## src/rtl/eatr_pkg.sv

```systemverilog
// Package: shared types, constants and fixed-point helpers for the rotation matrix unit.
package eatr_pkg;

  localparam int ANGLE_BITS = 16;
  localparam int FRAC_BITS  = 14;
  localparam int FX_W       = 16;

  typedef logic signed [FX_W-1:0] fx_t;

  localparam fx_t FX_ONE  = fx_t'(1 << FRAC_BITS);
  localparam fx_t FX_ZERO = '0;

  localparam logic [63:0] SIN_A = 64'd1686629713;
  localparam logic [63:0] SIN_B = 64'd688904866;
  localparam logic [63:0] SIN_C = 64'd76016977;

  localparam logic [ANGLE_BITS-1:0] QUARTER_TURN = ANGLE_BITS'(1 << (ANGLE_BITS - 2));

  typedef enum logic [3:0] {
    CMD_X   = 4'd0,
    CMD_Y   = 4'd1,
    CMD_Z   = 4'd2,
    CMD_XYZ = 4'd3,
    CMD_XZY = 4'd4,
    CMD_YXZ = 4'd5,
    CMD_YZX = 4'd6,
    CMD_ZXY = 4'd7,
    CMD_ZYX = 4'd8
  } cmd_e;

  typedef struct packed {
    logic                  bad;
    cmd_e                  cmd;
    logic [ANGLE_BITS-1:0] ang_a;
    logic [ANGLE_BITS-1:0] ang_b;
    logic [ANGLE_BITS-1:0] ang_c;
  } item_t;

  // One matrix element is a*b + (c*d)*e, each product rounded.
  typedef struct packed {
    fx_t a;
    fx_t b;
    fx_t c;
    fx_t d;
    fx_t e;
  } term_t;

  function automatic fx_t mul2(fx_t x, fx_t y);
    logic [FX_W-1:0] mx;
    logic [FX_W-1:0] my;
    logic [2*FX_W-1:0] p;
    logic [2*FX_W-1:0] r;
    mx = x[FX_W-1] ? FX_W'(-x) : FX_W'(x);
    my = y[FX_W-1] ? FX_W'(-y) : FX_W'(y);
    p  = (2*FX_W)'(mx) * (2*FX_W)'(my);
    r  = (p + ((2*FX_W)'(1) << (FRAC_BITS - 1))) >> FRAC_BITS;
    return (x[FX_W-1] ^ y[FX_W-1]) ? -fx_t'(r[FX_W-1:0]) : fx_t'(r[FX_W-1:0]);
  endfunction

  function automatic fx_t clampfx(logic signed [FX_W:0] v);
    if (v > (FX_W+1)'(FX_ONE)) begin
      return FX_ONE;
    end else if (v < -(FX_W+1)'(FX_ONE)) begin
      return -FX_ONE;
    end
    return fx_t'(v);
  endfunction

  function automatic term_t tx(fx_t a, fx_t b);
    term_t t;
    t.a = a;
    t.b = b;
    t.c = FX_ZERO;
    t.d = FX_ZERO;
    t.e = FX_ZERO;
    return t;
  endfunction

  function automatic term_t tv(fx_t v);
    return tx(v, FX_ONE);
  endfunction

  function automatic term_t tt(fx_t p, fx_t q, fx_t r, fx_t u, fx_t v);
    term_t t;
    t.a = u;
    t.b = v;
    t.c = p;
    t.d = q;
    t.e = r;
    return t;
  endfunction

endpackage

```

## src/rtl/eatr_fifo.sv

```systemverilog
// Two-entry queue between the front stage and the arithmetic back end.
module eatr_fifo (
  input  logic            clk,
  input  logic            rst,
  input  logic            push,
  input  eatr_pkg::item_t wr_item,
  output logic            full,
  input  logic            pop,
  output logic            valid,
  output eatr_pkg::item_t rd_item
);

  eatr_pkg::item_t mem [2];
  logic       wp;
  logic       rp;
  logic [1:0] cnt;
  logic [1:0] cnt_next;

  assign full    = (cnt == 2'd2);
  assign valid   = (cnt != 2'd0);
  assign rd_item = mem[rp];

  always_comb begin
    cnt_next = cnt;
    if (push && !(pop && valid)) begin
      cnt_next = cnt + 2'd1;
    end else if (!push && pop && valid) begin
      cnt_next = cnt - 2'd1;
    end
  end

  always_ff @(posedge clk) begin
    if (rst) begin
      wp  <= 1'b0;
      rp  <= 1'b0;
      cnt <= 2'd0;
    end else begin
      cnt <= cnt_next;
      if (push) begin
        wp <= ~wp;
      end
      if (pop && valid) begin
        rp <= ~rp;
      end
    end
  end

  always_ff @(posedge clk) begin
    if (push) begin
      mem[wp] <= wr_item;
    end
  end

endmodule

```

## config.mk

```make
export PLATFORM = sky130hd
export DESIGN_NAME = eatr_fifo
export DESIGN_NICKNAME = d
export VERILOG_FILES = /design/src/rtl/eatr_pkg.sv /design/src/rtl/eatr_fifo.sv
export SDC_FILE = /design/constraint.sdc
export NUM_CORES = 1
export LEC_CHECK = 0
export ABC_CLOCK_PERIOD_IN_PS = 8000
export BUFFER_PORTS_ARGS = -buffer_cell sky130_fd_sc_hd__buf_2
export CAP_MARGIN = 0
export CORE_UTILIZATION = 30
export CTS_CLUSTER_DIAMETER = 150
export DETAILED_ROUTE_END_ITERATION = 16
export SLEW_MARGIN = 20
export SYNTH_ARGS = -nofsm -noshare
export SYNTH_HDL_FRONTEND = slang
export SYNTH_SLANG_ARGS = --single-unit
```

## constraint.sdc

```tcl
create_clock -name clk -period 8 [get_ports clk]
set_input_delay 0.4 -clock clk [delete_from_list [all_inputs] [get_ports clk]]
set_output_delay 0.4 -clock clk [all_outputs]
set_load 0.1 [all_outputs]
```

# ---- Word level (Yosys, flattened, before mapping)
# Memories as Yosys holds them, arrays and structs flattened. A register that Yosys moved wholly into a read port is not among the register bits.
# Index checks and enable logic that the tools add are counted.
dict set report totals {
  reg_bits 4
  mem_bits_rw 106
  elab_cells 23
  n_memories 1
}
# memory depth width rd rd_clocked_by_memory_dff write_ports line
set memory_table {}
lappend memory_table {mem 2 53 1 1 1 eatr_fifo.sv:13} ;# eatr_pkg::item_t mem [2];
dict set report classes {
  add_sub_neg 2
  eq_ne 1
  n_mux 6
  n_bitwise 2
  n_reduce_logical 8
}
# operator count
set op_table {}
lappend op_table {{$logic_and A1 B1 Y1} 4}
lappend op_table {{$mux W1} 4}
lappend op_table {{$mux W2} 2}
lappend op_table {{$reduce_bool A2 Y1} 2}
lappend op_table {{$add A2 B1 Y2 const B} 1}
lappend op_table {{$eq A2 B2 Y1 const B} 1}
lappend op_table {{$logic_not A1 Y1} 2}
lappend op_table {{$not A1 Y1} 2}
lappend op_table {{$sub A2 B1 Y2 const B} 1}

# ---- Depth between registers and ports, before layout
dict set report depth {
  depth_word 5
  depth_mapped 3
  depth_no_buf 3
}

# ---- Worst setup path before layout
# No wires, ideal clock.
dict set report synth_path {
  path_type {in2reg}
  start {in push}
  end {mem mem[0][0] in the netlist's numbering, enable pin}
  setup_ns 0.470
  arrival_time_ns 2.745
  required_time_ns 7.530
  path_slack_ns 4.785
  path_stages 1
  path_buffers 0
  cell_sequence {nor2b_1}
}
dict set report synth_between {
  elab_chain_cells 2
}
# element line
set synth_lines {}
lappend synth_lines {{start: declaration} eatr_fifo.sv:5} ;# input logic push,
lappend synth_lines {{$mux W1} eatr_fifo.sv:49} ;# if (push) begin
lappend synth_lines {{$mux W1 (not written as such)} eatr_fifo.sv:50} ;# mem[wp] <= wr_item;
lappend synth_lines {{end: declaration} eatr_fifo.sv:13}
# No other way between the ends.

==> out/results.txt <==
status: finished, final reports clean
DP Cell Count: 474
TritonCTS Sinks: 111
minimum clock period: 2.62 ns
Die X: 119 µm
mean post-synth cell area: 21.4 µm²
Post-Synthesis Cells: 190
Syn Nets: 247
Leakage: 1.89 nW
fin nets: 366
Worst Setup Path Type: reg -> out
Most Used Layer, Global Route: met2
Yosys warning total: 0
Yosys reg bits: 111
Crit path required time: 7.60 ns
io pins: 112
final hold viol count: 0
sequential area share after synthesis: 0.806
Area Overhead vs Synth: 25.7%
Post-route DRC: 0
Setup crit start kind: flip-flop
number of global-route vias before repair: 2214
Synth cell types: 21
largest net degree at the start of global routing: 36
hold_buf cts: 0
worst hold path type: in -> reg
pins over their slew limit: 0
cell row count: 42
Iter 0 DRT Violations: 85
fin crit share: 0.328
Initial Util: 0.308
DP Wirelength: 4630 µm
Max clock buf depth: 2
largest family of logic cells by synthesized area: multiplexers
CTS tree: built
CP endpoint kind: output port
Slew HR: 0.561
Clock Skew: 0.00567 ns
Clock Latency Late Sink: 0.35 ns
share of post-route cells with drive strength above 1: 0.602
Netlist Area Pre-Place: 4070 µm²
fmax: 0.382 GHz
DRT antenna net count: 0
worst-margin pin slew: 0.657 ns
I/O Buffers: 111
WP data arrival: 2.22 ns
Num CTS Buffers: 9
PD cells: 282 nW/µm²
Post-synth EDFFs: 106
reg2reg setup slack: 6.16 ns
maximum vdd drop: 0.0000922 V
die area: 14000 µm²
grt ovf: 0
Post-Layout Cell Count: 490
grt met3 use: 0.0415
ant diodes: 0
number of post-CTS setup repair buffers: 0
area share of the largest cell type after synthesis: 0.782
H-tree Lvls: 3
CORE AREA: 13200 µm²
xor and xnor area share after synthesis: 0.00430
Post-CTS Resized: 0
critical-path maximum fanout: 35
max-cap violations: 0
via count: 2095
DP Area: 4820 µm²
Yosys top cell by area: edfxtp_1
clock root cell: clkbuf_16
setup violators final: 0
first-pass GRT wire length: 11000 µm
adder-cell share of the synthesized area: 0
ys async rst share: 0
initial antenna violation count: 1
drt total wl: 7100 µm
vias per inst: 4.28
routed length per instance: 14.5 µm
RSZ-0062 raised after global routing: false
post-synthesis simple-gate area fraction: 0.0181
DIE HEIGHT: 119 µm
multiplexer area fraction after synthesis: 0.152
met2 Use GR: 0.182
Main synth FF type: edfxtp_1
TNS Setup: 0 ns
First-pass DRT Iterations: 4
Global Route Usage Sum: 0.107
GR Layer Usage met1: 0.114
Final Instance Area: 5120 µm²
Reg clk slew, reported paths: 0.07 ns
Synth Area in Compound Gates: 0.00461
synth top area cells: edfxtp_1 78%, mux2_2 15%, dfxtp_1 2.5%
GP Congestion: 0.634
## power breakdown
part	leakage [nW]	switching [W]	internal (W)
combinational	0.704	0.000257	0.0000586
clock	0.147	0.000197	0.000245
sequential	1.04	0.0000103	0.000675
## cells in the final DEF (no fill, tap or decap), types with 3 or more instances in the layout
cell type	n
clkbuf_16	9
nor2_1	4
edfxtp_1	106
buf_2	111
mux2_2	53
dfxtp_1	4
buf_4	3
clkinv_4	3
## cells by family after synthesis
group,after synthesis
buffers and inverters,6
DFF,111
and+or+nand+nor,13
muxes,55
AOI/OAI and AO/OA,3
xor gates and xnor gates,2
## flip-flops by register name (all words and copies together) (netlist names), named ones only
| register | flops |
|---|---|
| mem | 106 |
| rp | 1 |
| wp | 1 |
| cnt | 2 |
## metrics by stage
| stage | total power, W | utilization | worst slack (ns) | hold slack (ns) |
|---|---|---|---|---|
| floorplan | 0.000966 | - | 4.79 | 0.472 |
| global route | 0.00149 | 0.387 | 5.23 | 0.217 |
| global placement | 0.00102 | 0.364 | 5.71 | 0.492 |
| finish | 0.00144 | 0.387 | 5.38 | 0.234 |
| detailed placement | 0.00102 | 0.364 | 5.65 | 0.505 |
| CTS | 0.00147 | 0.387 | 5.27 | 0.218 |
## layer usage
metal,vias up,part of all wire,routed length [µm]
met4,2,0.024,167
met1,1028,0.41,2880
met3,14,0.070,498
li1,983,-,-
met5,-,0.0018,13
met2,68,0.50,3540
## final cells by class
class,instances,area [µm²]
clock inverter,6,70.1
multi-input combinational,73,737
clock buffer,10,229
timing repair buffer,114,578
tap,176,220
fill,1263,8120
sequential,111,3280
## synthesized netlist by cell type (all sizes together), types with 2 or more instances
master	n
a21oi	2
and2b	2
mux2	54
nor2b	2
dfxtp	5
edfxtp	106
nor2	4
buf	6
## worst paths after layout
kind,from,cells after the start,endpoint
min,wr_item[29],1,mem[1][29]
min reg2reg,rp,2,rp
max reg2reg,wp,2,mem[1][3]
max,flip-flop,3,rd_item[46]
## critical path: stages (launching register included)
cell     delay, ns
dfxtp_2       0.62
buf_4         0.52
mux2_2        0.41
buf_2         0.30
No activity file was read; power rests on OpenSTA's default activity.
