<file path="config.mk">
export PLATFORM = sky130hd
export DESIGN_NAME = eatr_front
export DESIGN_NICKNAME = d
export VERILOG_FILES = /design/src/rtl/eatr_pkg.sv /design/src/rtl/eatr_front.sv
export SDC_FILE = /design/constraint.sdc
export NUM_CORES = 1
export LEC_CHECK = 0
export BUFFER_PORTS_ARGS = -buffer_cell sky130_fd_sc_hd__buf_2
export CAP_MARGIN = 40
export CORE_MARGIN = 4
export CORE_UTILIZATION = 40
export CTS_CLUSTER_SIZE = 20
export DETAILED_ROUTE_END_ITERATION = 10
export HOLD_SLACK_MARGIN = 0.05
export PLACE_DENSITY = 0.77
export SLEW_MARGIN = 20
export SYNTH_ARGS = -nofsm -noshare
export SYNTH_HDL_FRONTEND = slang
export SYNTH_SLANG_ARGS = --single-unit
</file>
<file path="constraint.sdc">
create_clock -name clk -period 2.5 [get_ports clk]
set_input_delay 0.375 -clock clk [delete_from_list [all_inputs] [get_ports clk]]
set_output_delay 0.375 -clock clk [all_outputs]
set_load 0.01 [all_outputs]
</file>
<file path="src/rtl/eatr_pkg.sv">
// Package: shared types, constants and fixed-point helpers for the rotation matrix unit.
package eatr_pkg;

  localparam int ANGLE_BITS = 16;
  localparam int FRAC_BITS  = 14;
  localparam int FX_W       = 16;

  typedef logic signed [FX_W-1:0] fx_t;

  localparam fx_t FX_ONE  = fx_t'(1 << FRAC_BITS);
  localparam fx_t FX_ZERO = '0;

  localparam logic [63:0] SIN_A = 64'd1686629713;
  localparam logic [63:0] SIN_B = 64'd688904866;
  localparam logic [63:0] SIN_C = 64'd76016977;

  localparam logic [ANGLE_BITS-1:0] QUARTER_TURN = ANGLE_BITS'(1 << (ANGLE_BITS - 2));

  typedef enum logic [3:0] {
    CMD_X   = 4'd0,
    CMD_Y   = 4'd1,
    CMD_Z   = 4'd2,
    CMD_XYZ = 4'd3,
    CMD_XZY = 4'd4,
    CMD_YXZ = 4'd5,
    CMD_YZX = 4'd6,
    CMD_ZXY = 4'd7,
    CMD_ZYX = 4'd8
  } cmd_e;

  typedef struct packed {
    logic                  bad;
    cmd_e                  cmd;
    logic [ANGLE_BITS-1:0] ang_a;
    logic [ANGLE_BITS-1:0] ang_b;
    logic [ANGLE_BITS-1:0] ang_c;
  } item_t;

  // One matrix element is a*b + (c*d)*e, each product rounded.
  typedef struct packed {
    fx_t a;
    fx_t b;
    fx_t c;
    fx_t d;
    fx_t e;
  } term_t;

  function automatic fx_t mul2(fx_t x, fx_t y);
    logic [FX_W-1:0] mx;
    logic [FX_W-1:0] my;
    logic [2*FX_W-1:0] p;
    logic [2*FX_W-1:0] r;
    mx = x[FX_W-1] ? FX_W'(-x) : FX_W'(x);
    my = y[FX_W-1] ? FX_W'(-y) : FX_W'(y);
    p  = (2*FX_W)'(mx) * (2*FX_W)'(my);
    r  = (p + ((2*FX_W)'(1) << (FRAC_BITS - 1))) >> FRAC_BITS;
    return (x[FX_W-1] ^ y[FX_W-1]) ? -fx_t'(r[FX_W-1:0]) : fx_t'(r[FX_W-1:0]);
  endfunction

  function automatic fx_t clampfx(logic signed [FX_W:0] v);
    if (v > (FX_W+1)'(FX_ONE)) begin
      return FX_ONE;
    end else if (v < -(FX_W+1)'(FX_ONE)) begin
      return -FX_ONE;
    end
    return fx_t'(v);
  endfunction

  function automatic term_t tx(fx_t a, fx_t b);
    term_t t;
    t.a = a;
    t.b = b;
    t.c = FX_ZERO;
    t.d = FX_ZERO;
    t.e = FX_ZERO;
    return t;
  endfunction

  function automatic term_t tv(fx_t v);
    return tx(v, FX_ONE);
  endfunction

  function automatic term_t tt(fx_t p, fx_t q, fx_t r, fx_t u, fx_t v);
    term_t t;
    t.a = u;
    t.b = v;
    t.c = p;
    t.d = q;
    t.e = r;
    return t;
  endfunction

endpackage

</file>
<file path="src/rtl/eatr_front.sv">
// Front stage: takes commands, classifies them and hands items to the queue.
module eatr_front (
  input  logic                            clk,
  input  logic                            rst,
  input  logic                            start,
  output logic                            busy,
  input  logic [3:0]                      cmd,
  input  logic [eatr_pkg::ANGLE_BITS-1:0] angle_a,
  input  logic [eatr_pkg::ANGLE_BITS-1:0] angle_b,
  input  logic [eatr_pkg::ANGLE_BITS-1:0] angle_c,
  input  logic                            full,
  output logic                            push,
  output eatr_pkg::item_t                 item
);

  logic fv;
  logic fv_next;
  logic take;

  assign busy = fv & full;
  assign push = fv & ~full;
  assign take = start & ~busy;

  always_comb begin
    fv_next = fv;
    if (take) begin
      fv_next = 1'b1;
    end else if (push) begin
      fv_next = 1'b0;
    end
  end

  always_ff @(posedge clk) begin
    if (rst) begin
      fv <= 1'b0;
    end else begin
      fv <= fv_next;
    end
  end

  always_ff @(posedge clk) begin
    if (take) begin
      item.bad   <= (cmd > 4'(eatr_pkg::CMD_ZYX));
      item.cmd   <= eatr_pkg::cmd_e'(cmd);
      item.ang_a <= angle_a;
      item.ang_b <= angle_b;
      item.ang_c <= angle_c;
    end
  end

endmodule

</file>
After elaboration in Yosys (flattened, before gate mapping)
Index checks and enable logic that the tools add are counted.
{"block": "op_classes", "order_cmp": 1, "muxes": 2, "n_bitwise": 5, "reduce_logical": 1}
{"operator": "4-bit greater-than comparator, second input constant", "n": 1}
{"operator": "1-bit bitwise AND", "n": 3}
{"operator": "1-bit two-way mux", "n": 2}
{"operator": "1-bit NOT", "n": 2}
{"operator": "2-bit nonzero test", "n": 1}
{"block": "totals", "reg_bits": 54, "input_bits": 56, "out_inout_bits": 55, "word_cells": 15}

Depth between registers and ports, before layout
Gate-level depths: netlist (run 1).
{"block": "logic_depth", "depth_word": 4, "mapped_depth": 2, "depth_no_buf": 2}

Worst setup path before layout (run 1)
OpenSTA, ideal clock, no wires.
{"block": "synth_path", "path_kind": "input-to-reg", "start": "in full", "end": "reg item[0] in the netlist's numbering (enable)", "arrival_ns": 1.930, "required_ns": 2.078, "path_slack_ns": 0.149, "cell_stages": 2, "n_path_buf": 0, "path_cell_list": "and2_4 -> nor2b_2"}
{"block": "synth_between", "elab_chain_len": 3}
{"element": "start: declaration", "line": "eatr_front.sv:11", "source": "input logic full,"}
{"element": "1-bit bitwise AND", "line": "eatr_front.sv:20", "source": "assign busy = fv & full;"}
{"element": "1-bit NOT", "line": "eatr_front.sv:22", "source": "assign take = start & ~busy;"}
{"element": "1-bit bitwise AND", "line": "eatr_front.sv:22"}
{"element": "end: declaration", "line": "eatr_front.sv:13", "source": "output eatr_pkg::item_t item"}
No other way between the ends.
A chain may end at the register's enable or synchronous reset.

Worst setup path in the final report (run 1)
{"block": "layout_path", "start": "reg fv", "end": "reg item[19] in the netlist's numbering (enable)"}
{"block": "layout_between", "elab_chain_len": 3}
{"element": "start: declaration", "line": "eatr_front.sv:16", "source": "logic fv;"}
{"element": "start signal: assignment", "line": "eatr_front.sv:37", "source": "fv <= fv_next;"}
{"element": "1-bit bitwise AND", "line": "eatr_front.sv:20"}
{"element": "1-bit NOT", "line": "eatr_front.sv:22"}
{"element": "1-bit bitwise AND", "line": "eatr_front.sv:22"}
No other way between the ends.

==> results of run 1 <==
-- final cells by class --
| type | count | area [um2] |
|---|---|---|
| Clock buffer | 6 | 72.6 |
| Clock inverter | 2 | 8.76 |
| Fill cell | 303 | 1630 |
| Multi-Input combinational cell | 6 | 47.5 |
| Sequential cell | 54 | 1610 |
| Tap cell | 50 | 62.6 |
| Timing Repair Buffer | 112 | 566 |
-- worst max-delay path, cell delays in order (launching register included) --
cell and delay [ns]:
sky130_fd_sc_hd__dfxtp_1 0.33, sky130_fd_sc_hd__and2_4 0.15, sky130_fd_sc_hd__nor2b_4 0.40, sky130_fd_sc_hd__buf_4 0.40
-- final timing paths --
check	slack, ns	start	depth (start not counted)	endpoint
min reg2reg	0.53	fv$_SDFFE_PP0P_	2	fv$_SDFFE_PP0P_
min	0.23	rst	2	fv$_SDFFE_PP0P_
max reg2reg	0.89	fv$_SDFFE_PP0P_	3	item[19]$_DFFE_PP_
max	0.89	fv$_SDFFE_PP0P_	3	item[19]$_DFFE_PP_
-- power groups by stage --
| stage | combinational (mW) | clock (mW) | sequential (mW) |
|---|---|---|---|
| after floorplan | 0.0207 | 0 | 1.12 |
| after global placement | 0.148 | 0 | 1.09 |
| after detailed placement | 0.154 | 0 | 1.09 |
| after CTS | 0.154 | 0.459 | 1.07 |
| after global routing | 0.165 | 0.498 | 1.07 |
| final | 0.150 | 0.443 | 1.07 |
-- per-layer routing --
| metal | global-route usage | wire length (um) | vias up |
|---|---|---|---|
| met5 | 0 | 0 | - |
| met4 | 0.0438 | 17 | 0 |
| met3 | 0.0942 | 600 | 2 |
| met2 | 0.228 | 1770 | 73 |
| met1 | 0.149 | 1120 | 466 |
| li1 | - | - | 475 |
-- per-stage QoR --
step                power, mW  instance area, um2  hold slack (ns)   util  worst slack, ns
floorplan                1.14                1650            0.447      -            0.149
global placement         1.24                2290            0.483  0.572            0.773
detailed placement       1.24                2290            0.511  0.572            0.685
CTS                      1.68                2370            0.223  0.592            0.870
global route             1.74                2370            0.220  0.592            0.777
finish                   1.66                2370            0.231  0.592            0.887
-- logic make-up (layout without fill, tap and decap cells) --
group	after synthesis	in the layout	share of synthesized area
compound gates	2	2	0.00832
buf+inv	0	120	0
flops	54	54	0.974
simple gates	4	4	0.0174
-- sequential cells by signal, summed over array words and instances, names as in the netlist --
name	flops
fv	1
item	53
-- placed cells by master, fill, tap and decap left out --
master / n
sky130_fd_sc_hd__buf_2: 110
sky130_fd_sc_hd__nor2_1: 1
sky130_fd_sc_hd__clkbuf_8: 5
sky130_fd_sc_hd__and2b_1: 1
sky130_fd_sc_hd__edfxtp_1: 53
sky130_fd_sc_hd__a21oi_1: 1
sky130_fd_sc_hd__dfxtp_1: 1
sky130_fd_sc_hd__buf_4: 2
sky130_fd_sc_hd__clkinv_1: 1
sky130_fd_sc_hd__o31a_1: 1
sky130_fd_sc_hd__and2_4: 1
sky130_fd_sc_hd__clkinv_2: 1
sky130_fd_sc_hd__clkbuf_1: 1
sky130_fd_sc_hd__nor2b_4: 1
==> results.tsv, run 1 <==
metric	value	unit
antenna-diode-count	0	
max-cap-violations	0	
power_report.internal_total	1.32	mW
area_growth_synth_to_finish	43.2	%
post_drt_via_cell_ratio	4.42	
yosysTopAreaCellShare	0.962	
postSynth.topFlopCell	sky130_fd_sc_hd__edfxtp_1	
placed_cells_incl_taps	222	
core_area	0.00400	mm2
initial_utilization	0.414	
global_route_congestion_overflow_total	0	
number_of_pins_exceeding_their_max_slew_limit_in_the_final_report	0	
cts_sinks	54	
syn_avg_cell_area	27.6	um2
power_density_over_the_cells	701	mW/mm2
layout_min_cycle_time	1.61	ns
final_layout_size_suffix_gt1_frac	0.667	
report.final.hold_viol_count	0	
fin_nets	235	
pwr-share-seq	0.643	
swShare	0.206	
worstSetupStartpointType	register	
p_comb_frac	0.090	
status	finished clean	
clock_power_share	0.266	
clk_latency	0.29	ns
holdBufCountCts	0	
clk_pin_slew	0.09	ns
number_of_buffers_created_by_cts	5	
setup_repair_after_global_routing_missed_its_margin	no	
standard_cell_row_count	23	
timing.critical_path.required	2.47	ns
peakVddDrop	0.515	mV
mappedNetlistNets	116	
fmax	620	MHz
boundaryPins	111	
cellLeakagePower	1.03	nW
die_x	72.3	um
dieArea	0.00523	mm2
hp-class	in -> reg	
drt-total-wl	3.51	mm
criticalPathCategory	reg -> reg	
synth-seq-cells	54	
grt_start_max_net_pins	26	
drtPass1Iterations	3	
cell_type_contributing_the_most_total_cell_area_after_synthesis	sky130_fd_sc_hd__edfxtp_1	
dp_hpwl	2.85	mm
drt_drc_violations_left	0	
syn_inst	60	
synth.most_common_cell	sky130_fd_sc_hd__edfxtp_1	
clockBufferDepth	2	
ys_async_sr_fraction	0	
final.period_utilization	0.645	
crit_arrival	1.59	ns
post_synth_num_cell_types	8	
synth-warning-count	0	
postRouteAntennaNets	0	
mappedNetlistArea	0.00165	mm2
synth_sequential_area_ratio	0.974	
place.gp.congestion	0.676	
antenna_found_initial	0	
post_synth_main_area_contributors	sky130_fd_sc_hd__edfxtp_1 96%, sky130_fd_sc_hd__dfxtp_1 1.2%, sky130_fd_sc_hd__and2_4 0.53%, sky130_fd_sc_hd__nor2b_2 0.53%, sky130_fd_sc_hd__o31a_1 0.53%	
worst_pin_slew	0.473	ns
tritoncts_clock_tree	done	
grt_first_pass_wirelength	5.40	mm
num_vias	1016	
wire_per_inst	15.3	um
drt_iter0_drc	31	
timing.critical_path.to_type	register	
setup-violations-final	0	
timing.clock.skew	0.00433	ns
timing.setup.tns	0	ns
vias_in_the_first_global_route	1154	
slew_headroom	0.684	
htree_num_levels	2	
cts.repair_timing.setup_buffer_count	0	
post_cts_resized	0	
netSwitchingPower	0.343	mW
grt.total_usage	0.141	
portBuffers	110	
synth_edf_count	53	
fin_cells	230	
critical_path_peak_fanout	25	
chipHeight	72.3	um
clock-root-buffer	sky130_fd_sc_hd__clkbuf_8	
(Power assumes the default switching activity.)
==> inputs of run 2 (changes only) <==
- CORE_UTILIZATION: 40 -> 36
- PLACE_DENSITY: 0.77 -> 0.73
- clock period: 2.5 -> 1.4 ns (I/O delays scaled with it)
==> run 2 against run 1 <==
Against the previous run: non-clock buffer count grew 2; combinational power grew 85%; via count shrank 0.30%; wire length shrank 3.4%; critical path depth is the same; clock skew grew 0.0069 ns; setup slack lost 0.70 ns; register-to-register slack lost 0.70 ns; power grew 93%; first-iteration DRC count grew 19%; maximum frequency grew 33%; clock power grew 130%; largest power group unchanged; highest routed layer unchanged.
==> results.tsv, run 2 (synthesis gave the netlist of run 1 again) <==
metric	value	unit
status	finished clean	
top_library_cells_by_usage_in_the_layout_fill_and_taps_aside	110 x sky130_fd_sc_hd__buf_2, 53 x sky130_fd_sc_hd__edfxtp_1, 5 x sky130_fd_sc_hd__clkbuf_8, 2 x sky130_fd_sc_hd__dlygate4sd3_1	
htree_num_levels	2	
dieArea	0.00574	mm2
finalCoreUtilization	0.552	
boundaryPins	111	
top_reg_by_flops	item	
hp-class	in -> reg	
use_met2	0.184	
drtPass1Iterations	4	
regToRegEndpoint	item[30]$_DFFE_PP_	
clk_pin_slew	0.10	ns
report.final.hold_viol_count	0	
crit_family	flip-flops	
drt_drc_violations_left	0	
clk_latency	0.30	ns
area_growth_synth_to_finish	47.2	%
cts.repair_timing.setup_buffer_count	0	
crit_slowest_cell	sky130_fd_sc_hd__dfxtp_1	
use_met3	0.0884	
timing.hold.worst_path_depth	1	
post_drt_via_cell_ratio	4.33	
timing.hold.worst.start	angle_a[6]	
reg_to_reg_setup_timing_slack	0.19	ns
number_of_buffers_created_by_cts	5	
initial_utilization	0.375	
die_x	75.8	um
postRouteAntennaNets	0	
grt.total_usage	0.122	
criticalPathCategory	reg -> reg	
final.period_utilization	0.864	
vias_in_the_first_global_route	1036	
layout.filler_cells	349	
critical_path_peak_fanout	20	
slew_headroom	0.837	
drt_iter0_drc	37	
path_cells	and2_4 > nor2b_4 > buf_4	
gr-usage-met1	0.132	
number_of_pins_exceeding_their_max_slew_limit_in_the_final_report	0	
grt_first_pass_wirelength	4.84	mm
r2r-start	fv$_SDFFE_PP0P_	
fin_cells	234	
timing.critical_path.to_type	register	
netSwitchingPower	0.655	mW
p_comb_frac	0.086	
num_vias	1013	
reg_top3	item (53), fv (1)	
critical_path.startpoint	fv$_SDFFE_PP0P_	
holdBufCountCts	1	
clock-root-buffer	sky130_fd_sc_hd__clkbuf_8	
worst_pin_slew	0.245	ns
global_route_congestion_overflow_total	0	
wire_per_inst	14.5	um
r2r_cells	3	
portBuffers	110	
tritoncts_clock_tree	done	
antenna-diode-count	0	
post_route_cell_area	0.00243	mm2
timing.hold.worst_endpoint	item[38]$_DFFE_PP_	
timing.critical_path.required	1.38	ns
largest_register_ffs	53	
standard_cell_row_count	24	
swShare	0.204	
crit_arrival	1.19	ns
total_power	3.21	mW
placed_area	0.00230	mm2
drt-total-wl	3.39	mm
setup-violations-final	0	
peakVddDrop	0.917	mV
worst_path_largest_cell_delay	0.33	ns
pwr-share-seq	0.594	
layout_min_cycle_time	1.21	ns
clock_power_share	0.320	
max-cap-violations	0	
antenna_found_initial	0	
fmax	827	MHz
worstSetupStartpointType	register	
grt_start_max_net_pins	34	
cellLeakagePower	1.06	nW
power_report.internal_total	2.55	mW
setup_repair_after_global_routing_missed_its_margin	no	
placed_cells_incl_taps	224	
cp_num_buf_inv	1	
place.gp.congestion	0.641	
gr-max-usage-layer	met2	
cts_sinks	54	
timing.clock.skew	0.0113	ns
fin_nets	237	
post_cts_resized	0	
final_layout_size_suffix_gt1_frac	0.670	
timing.hold.ws	0.0761	ns
chipHeight	75.8	um
core_area	0.00441	mm2
mostFrequentLayoutCell	sky130_fd_sc_hd__buf_2	
power_density_over_the_cells	1320	mW/mm2
clockBufferDepth	2	
-- run 2: cell count changes in the layout (fill, tap and decap cells not counted), sizes merged --
cell         change
dlygate4sd3      +2
bufinv           +1
clkbuf           -1
clkinv           -1
inv              +1
-- run 2: layout make-up --
class	count	area (um2)	area share
clock buffer	5	68.8	0.0283
clock inverter	3	43.8	0.0180
multi-input combinational	6	47.5	0.0195
sequential	54	1610	0.662
tap	52	65.1	0.0267
timing repair buffer	114	598	0.246
-- run 2: how the worst max path moves through the flow --
stage                         endpoint  slack [ns]  cells after the start
global route        item[41]$_DFFE_PP_        0.12                      3
floorplan            item[0]$_DFFE_PP_       -0.27                      2
detailed placement  item[42]$_DFFE_PP_        0.17                      4
finish              item[30]$_DFFE_PP_        0.19                      3
CTS                 item[52]$_DFFE_PP_        0.19                      3
global placement    item[42]$_DFFE_PP_        0.19                      4
-- run 2: through the flow --
step	setup WS, ns	TNS [ns]
finish	0.191	0
global route	0.117	0
CTS	0.189	0
detailed placement	0.169	0
global placement	0.188	0
floorplan	-0.267	-14.14
-- run 2: layer usage --
| metal | share of wire | routed length, um |
|---|---|---|
| met1 | 0.34 | 1140 |
| met2 | 0.48 | 1610 |
| met3 | 0.17 | 593 |
| met4 | 0.014 | 46 |
| met5 | 0 | 0 |
-- run 2: power by group through the flow --
stage	Sequential (mW)	Clock [mW]	Combinational [mW]
after floorplan	2.00	0	0.0388
after global placement	1.94	0	0.274
after detailed placement	1.94	0	0.278
after CTS	1.91	1.06	0.280
after global routing	1.92	1.14	0.309
final	1.91	1.03	0.277
==> inputs of run 3 (changes only) <==
- CORE_UTILIZATION: 36 -> 40
- MAX_ROUTING_LAYER: not set -> met4
- PLACE_DENSITY: 0.73 -> 0.77
- clock period: 1.4 -> 1.15 ns (I/O delays scaled with it)
==> run 3 against run 2 <==
Against the previous run: sequential cell count unchanged; non-clock buffer count grew 54; power grew 30%; cell count grew 22%; setup slack got worse by 0.24 ns; global-route usage up 8.4 points; count of clock-buffer cells in the layout is the same; largest cell class unchanged; sequential power is 22% higher; register-to-register slack got worse by 0.24 ns; the run now ends with setup timing left; clock power increased by 27%; combinational power up 96%; critical path type unchanged.
==> results.tsv, run 3 (synthesis gave the netlist of run 1 again) <==
metric	value	unit
number_of_buffers_created_by_cts	5	
clock-root-buffer	sky130_fd_sc_hd__clkbuf_8	
boundaryPins	111	
global_route_congestion_overflow_total	0	
grt.total_usage	0.206	
setup_slack	-0.0453	ns
timing.critical_path.to_type	register	
area_growth_synth_to_finish	83.3	%
setup-violations-final	53	
final.period_utilization	1.04	
final_layout_size_suffix_gt1_frac	0.538	
dieArea	0.00523	mm2
placed_cells_incl_taps	222	
num_vias	1290	
number_of_pins_exceeding_their_max_slew_limit_in_the_final_report	0	
multi_input_comb_area	47.5	um2
reg_top3	item (53), fv (1)	
fin_nets	291	
largest_register_ffs	53	
r2r-start	fv$_SDFFE_PP0P_	
wire_per_inst	18.3	um
report.final.hold_viol_count	0	
crit_arrival	1.22	ns
grt_first_pass_wirelength	7.49	mm
reg_to_reg_setup_timing_slack	-0.05	ns
timing.critical_path.required	1.17	ns
r2r_cells	4	
top_reg_by_flops	item	
grt_start_max_net_pins	35	
drtPass1Iterations	4	
timing.hold.worst_path_depth	1	
timing.setup.tns	-1.47	ns
timing.hold.worst.start	cmd[3]	
cts_sinks	54	
violations	setup timing	
total_power	4.18	mW
clockBufferDepth	2	
initial_utilization	0.414	
hp-class	in -> reg	
max-cap-violations	0	
mostFrequentLayoutCell	sky130_fd_sc_hd__buf_2	
vias_in_the_first_global_route	1480	
antenna-diode-count	0	
cellLeakagePower	1.31	nW
critical_path_peak_fanout	17	
fin_cells	286	
timing.hold.ws	0.0665	ns
peakVddDrop	1.17	mV
core_area	0.00400	mm2
post_drt_via_cell_ratio	4.51	
clk_pin_slew	0.10	ns
drt_iter0_drc	46	
chipHeight	72.3	um
top_library_cells_by_usage_in_the_layout_fill_and_taps_aside	110 x sky130_fd_sc_hd__buf_2, 53 x sky130_fd_sc_hd__edfxtp_1, 52 x sky130_fd_sc_hd__dlygate4sd3_1, 5 x sky130_fd_sc_hd__clkbuf_8, 3 x sky130_fd_sc_hd__buf_12	
timing.hold.worst_endpoint	item[51]$_DFFE_PP_	
slew_headroom	0.927	
fmax	837	MHz
postRouteAntennaNets	0	
power_density_over_the_cells	1380	mW/mm2
setup_repair_after_global_routing_missed_its_margin	yes	
standard_cell_row_count	23	
layout_min_cycle_time	1.20	ns
die_x	72.3	um
worstSetupStartpointType	register	
layout.filler_cells	220	
regToRegEndpoint	item[46]$_DFFE_PP_	
status	finished with violations	
htree_num_levels	2	
tritoncts_clock_tree	done	
portBuffers	110	
clk_latency	0.30	ns
ff_latch_area	0.00161	mm2
place.gp.congestion	0.765	
antenna_found_initial	0	
timing.clock.skew	0.00636	ns
criticalPathCategory	reg -> reg	
worst_pin_slew	0.110	ns
drt-total-wl	5.24	mm
drt_drc_violations_left	0	
finalCoreUtilization	0.758	
-- run 3: layout make-up --
cell class / count / area share
Timing Repair Buffer: 168 / 0.393
Clock inverter: 3 / 0.0157
Multi-Input combinational cell: 6 / 0.0157
Tap cell: 50 / 0.0206
Clock buffer: 5 / 0.0227
Sequential cell: 54 / 0.532
-- run 3: layer usage --
| layer | wire [um] | vias to the layer above | track usage |
|---|---|---|---|
| li1 | - | 588 | - |
| met1 | 1810 | 616 | 0.215 |
| met2 | 2920 | 80 | 0.369 |
| met3 | 465 | 6 | 0.0706 |
| met4 | 46 | 0 | 0.0543 |
| met5 | 0 | - | - |
-- run 3: worst max-delay path, cell delays in order (launching register included) --
cell	delay, ns
sky130_fd_sc_hd__dfxtp_2	0.34
sky130_fd_sc_hd__and2_4	0.14
sky130_fd_sc_hd__nor2b_4	0.13
sky130_fd_sc_hd__buf_12	0.14
sky130_fd_sc_hd__buf_12	0.16
-- run 3: timing repair --
item | CTS | global route
endpoints found under the hold margin | 50 | 2
resized for setup | 1 | 0
buffers inserted | 0 | 1
cloned | 0 | 3
hold buffers | 50 | 2
setup endpoints to repair | 34 | 55
-- run 3: per-stage QoR --
stage | cell area [um2] | setup slack (ns)
after floorplan | 1660 | -0.517
after global placement | 2310 | 0.0123
after detailed placement | 2310 | -0.0107
after CTS | 2930 | -0.0149
after global routing | 3030 | -0.0766
final | 3030 | -0.0453
-- run 3: where the power goes --
group	leakage, nW	internal, mW	switching, mW
Clock	0.0591	0.665	0.643
Combinational	0.734	0.311	0.231
Sequential	0.521	2.30	0.0330
Total	1.31	3.27	0.907
-- run 3: worst max path at each step --
stage,start,to,slack (ns),depth (start not counted)
floorplan,fv$_SDFFE_PP0P_,item[0]$_DFFE_PP_,-0.52,2
global placement,full,item[0]$_DFFE_PP_,0.01,4
detailed placement,fv$_SDFFE_PP0P_,item[0]$_DFFE_PP_,-0.01,3
CTS,fv$_SDFFE_PP0P_,item[14]$_DFFE_PP_,-0.01,3
global route,fv$_SDFFE_PP0P_,item[3]$_DFFE_PP_,-0.08,4
finish,fv$_SDFFE_PP0P_,item[46]$_DFFE_PP_,-0.05,4
